### src/rtl/eaw_ram.sv
// eaw_ram: generic single write, single read ram with registered read data.
// no package dependencies.
module eaw_ram #(
  parameter int WIDTH = 8,
  parameter int DEPTH = 16,
  parameter int ADDR_W = (DEPTH > 1) ? $clog2(DEPTH) : 1
) (
  input  logic              clk,
  input  logic              we,
  input  logic [ADDR_W-1:0] waddr,
  input  logic [WIDTH-1:0]  wdata,
  input  logic              re,
  input  logic [ADDR_W-1:0] raddr,
  output logic [WIDTH-1:0]  rdata
);

  logic [WIDTH-1:0] mem [DEPTH];

  always_ff @(posedge clk) begin
    if (we) begin
      mem[waddr] <= wdata;
    end
    if (re) begin
      rdata <= mem[raddr];
    end
  end

endmodule

### config.mk
export PLATFORM = sky130hd
export DESIGN_NAME = eaw_ram
export DESIGN_NICKNAME = d
export VERILOG_FILES = /design/src/rtl/eaw_ram.sv
export SDC_FILE = /design/constraint.sdc
export NUM_CORES = 1
export LEC_CHECK = 0
export BUFFER_PORTS_ARGS = -buffer_cell sky130_fd_sc_hd__buf_2
export CAP_MARGIN = 25
export CORE_UTILIZATION = 50
export CTS_CLUSTER_DIAMETER = 80
export DETAILED_ROUTE_END_ITERATION = 6
export HOLD_SLACK_MARGIN = 0.05
export PLACE_DENSITY_LB_ADDON = 0.05
export RECOVER_POWER = 50
export SYNTH_ARGS = -nofsm -noshare
export SYNTH_HDL_FRONTEND = slang
export SYNTH_SLANG_ARGS = --single-unit
export TNS_END_PERCENT = 20
### constraint.sdc
create_clock -name clk -period 1.8 [get_ports clk]
set_input_delay 0.45 -clock clk [delete_from_list [all_inputs] [get_ports clk]]
set_output_delay 0.45 -clock clk [all_outputs]
set_load 0.01 [all_outputs]
==> flow_summary.rst <==
.. list-table::
   :header-rows: 1

   * - Metric
     - Value
   * - Synth warn
     - 0
   * - Number of maximum-capacitance constraint violations
     - 0
   * - Port Buffer Count
     - 26
   * - Main area contributors after synthesis
     - sky130_fd_sc_hd__edfxtp_1, sky130_fd_sc_hd__mux4_2, sky130_fd_sc_hd__mux4_1
   * - Hold crit path type
     - input port to register
   * - Top-level I/O count
     - 27
   * - Buffer depth of the longest clock path
     - 2
   * - Worst Path Class, Setup
     - input port to register
   * - Max-slew violation total from the final report
     - 0
   * - Placement row count
     - 36
   * - DP HPWL
     - 6600 microns
   * - Critical Path Source
     - raddr[0]
   * - Clock buffers created by TritonCTS
     - 17
   * - Core region area
     - 9950 sq um
   * - Global-route wire length before repair
     - 15600 microns
   * - Worst slew pin tran
     - 0.804 ns
   * - Detailed-router iteration count before antenna repair
     - 4
   * - Final Hold Viols
     - 0
   * - Topmost layer with routed signal wires
     - met4
   * - Setup repair after global routing missed its margin
     - false
   * - Number of vias per cell
     - 5.69
   * - Combined global-route utilization of all metal layers
     - 0.212
   * - Post-detailed-route DRC marker count
     - 0
   * - Critical path launch point type
     - input port
   * - Resized Gates After CTS
     - 0
   * - Via count of the first global-routing pass
     - 2515
   * - TritonCTS clock tree
     - done
   * - Tightest slew margin relative to the limit
     - 0.464
   * - Worst Hold Slack
     - 0.441 ns
   * - Floorplan die area
     - 10900 sq um
   * - ANT cells
     - 0
   * - Synth Instances
     - 229
   * - Root buffer selected by CTS
     - sky130_fd_sc_hd__clkbuf_8
   * - Maximum vdd drop
     - 0.767 mV
   * - Required time of the critical path
     - 2.05 ns
   * - Critical-path maximum fanout
     - 8
   * - Effective utilization at floorplan
     - 0.525
   * - Clock net sink count
     - 136
   * - Max Clock Skew
     - 0.00894 ns
   * - Run status
     - finished clean
   * - Layout Area Growth over Synthesis
     - 20.2%
   * - Cell area after synthesis
     - 5230 sq um
   * - Setup violations, final
     - 0
   * - Count of distinct cell types in the synthesized netlist
     - 18
   * - Layout cell share with drive strength beyond 1
     - 0.294
   * - Count of hold-fix buffers inserted at cts
     - 0
   * - Arrival time at the worst endpoint
     - 1.87 ns
   * - Share of the synthesized area in the top cell type
     - 0.781
   * - Pin count of the biggest net entering global routing
     - 21
   * - Worst-case register-to-register setup slack
     - 0.21 ns
   * - Kind of capture point of the worst setup path
     - register
   * - Total global routing overflow
     - 0
   * - Reg-to-reg critical path endpoint
     - rdata[0]$_DFFE_PP_
   * - Number of cells traversed by the worst register-to-register path
     - 3
   * - Highest attainable clock frequency
     - 620 MHz
   * - Violation count after the first detailed-routing iteration
     - 139
   * - Leakage power of the design
     - 2.12 nW
   * - Minimum period implied by the final worst setup slack
     - 1.61 ns
   * - Depth of the CTS H-tree
     - 4
   * - Sequential share of the synthesized area
     - 0.781
   * - FILL cells
     - 719
   * - Met2 wirelength from detailed routing
     - 4920 microns
   * - Crit Reg-Reg Startpoint
     - mem[5][0]$_DFFE_PP_
   * - Routed wirelength normalized by instance count
     - 23.7 microns
   * - Number of nets in the finished design
     - 309
   * - Horizontal die dimension
     - 104 microns
   * - Number of antenna violations at the first check in global routing
     - 0
   * - CTS clk-pin slew, worst paths
     - 0.06 ns
   * - Weighted congestion at the end of routability-driven global placement
     - 0.704
   * - Cell taking the most area after synthesis
     - sky130_fd_sc_hd__edfxtp_1
   * - Die outline height
     - 104 microns
   * - Register cell area after layout
     - 4080 sq um
   * - Insertion delay of the later-clocked pin in the worst-skew pair
     - 0.51 ns
   * - Ratio of final minimum period to clock period
     - 0.896
   * - Syn nets
     - 248
   * - Number of synthesized register bits
     - 136
   * - Routed wire length on met3
     - 527 microns
   * - Footprint of the multi-input gates
     - 1060 sq um
   * - Routed met1 length
     - 4700 microns
   * - Critical path capture point
     - rdata[0]$_DFFE_PP_
   * - Buffer count from post-CTS setup fixing
     - 0
   * - Post-Route WL
     - 10300 microns
   * - Syn avg cell area
     - 22.8 sq um
   * - Total vias in the final route
     - 2480
   * - Antenna viol nets, final
     - 0
   * - Power Density
     - 1180 nW/um^2
   * - Share of the core filled with cells in the final layout
     - 0.631
==> layout make-up <==
type,count,share of cell area
Clock buffer,19,0.0671
Clock inverter,13,0.0285
Multi-Input combinational cell,83,0.169
Sequential cell,136,0.650
Tap cell,133,0.0265
Timing Repair Buffer,52,0.0591
==> logic make-up after synthesis <==
group	synth area share
AO/OA/AOI/OAI	0.0230
buffers and inverters	0.0165
multiplexers	0.148
flip-flops	0.781
AND/OR/NAND/NOR	0.0314
==> per-stage QoR <==
stage / setup WS [ns] / cells / setup TNS (ns) / power (W) / cell area, sq um
2_1_floorplan: 0.0676 / 229 / 0 / 0.00384 / 5230
3_3_place_gp: -0.309 / 404 / -1.95 / 0.00402 / 5700
3_5_place_dp: -0.339 / 404 / -2.00 / 0.00402 / 5700
4_1_cts: 0.210 / 436 / 0 / 0.00748 / 6300
5_1_grt: 0.163 / 436 / 0 / 0.00766 / 6280
6_report: 0.188 / 436 / 0 / 0.00741 / 6280
==> flip-flops by register name (all words and copies together) (netlist names) <==
name and cells:
mem 128, rdata 8
==> cells in the final DEF (no fill, tap or decap), types with 4 or more instances in the layout <==
cell                          n
sky130_fd_sc_hd__mux4_1      14
sky130_fd_sc_hd__buf_2       16
sky130_fd_sc_hd__clkbuf_1    13
sky130_fd_sc_hd__nor2_1      13
sky130_fd_sc_hd__clkbuf_16   16
sky130_fd_sc_hd__buf_12       5
sky130_fd_sc_hd__nand2_1      9
sky130_fd_sc_hd__mux4_2      18
sky130_fd_sc_hd__buf_4       20
sky130_fd_sc_hd__bufinv_16    4
sky130_fd_sc_hd__a22oi_1     16
sky130_fd_sc_hd__edfxtp_1   136
==> per-layer routing <==
layer,up-vias,GRT usage
met5,-,0
met4,0,0.0969
met3,11,0.0495
met2,81,0.312
met1,1280,0.304
li1,1108,-
==> critical path: stages <==
cell	delay, ns
sky130_fd_sc_hd__buf_2	0.15
sky130_fd_sc_hd__buf_4	0.22
sky130_fd_sc_hd__mux4_1	0.67
sky130_fd_sc_hd__a22oi_1	0.29
sky130_fd_sc_hd__nand2_1	0.09
==> how the worst min path moves through the flow <==
stage	start	slack, ns	cells after the start	end
3_5_place_dp	mem[15][0]$_DFFE_PP_	0.74	3	rdata[0]$_DFFE_PP_
4_1_cts	re	0.30	1	rdata[7]$_DFFE_PP_
2_1_floorplan	wdata[0]	0.55	0	mem[0][0]$_DFFE_PP_
5_1_grt	re	0.44	1	rdata[7]$_DFFE_PP_
6_report	re	0.44	1	rdata[7]$_DFFE_PP_
3_3_place_gp	mem[15][0]$_DFFE_PP_	0.72	3	rdata[0]$_DFFE_PP_
==> power by group <==
part / total, W / internal [W] / switching (W) / leakage, nW
combinational: 0.000360 / 0.000155 / 0.000206 / 0.600
sequential: 0.00359 / 0.00357 / 0.0000181 / 1.24
clock: 0.00346 / 0.00224 / 0.00122 / 0.287
total: 0.00741 / 0.00596 / 0.00145 / 2.12
==> cell usage after synthesis <==
master / instances
sky130_fd_sc_hd__edfxtp_1: 136
sky130_fd_sc_hd__nand3b_1: 2
sky130_fd_sc_hd__mux4_2: 18
sky130_fd_sc_hd__buf_4: 1
sky130_fd_sc_hd__or3b_2: 1
sky130_fd_sc_hd__nor2_1: 13
sky130_fd_sc_hd__nand3_1: 1
sky130_fd_sc_hd__and2_1: 1
sky130_fd_sc_hd__buf_2: 3
sky130_fd_sc_hd__mux4_1: 14
sky130_fd_sc_hd__nor3_1: 4
sky130_fd_sc_hd__clkdlybuf4s25_2: 3
sky130_fd_sc_hd__buf_6: 3
sky130_fd_sc_hd__nand2_1: 9
sky130_fd_sc_hd__a22oi_1: 16
sky130_fd_sc_hd__nand2b_1: 2
sky130_fd_sc_hd__and2b_1: 1
sky130_fd_sc_hd__nor2b_1: 1
(Power assumes the default switching activity.)
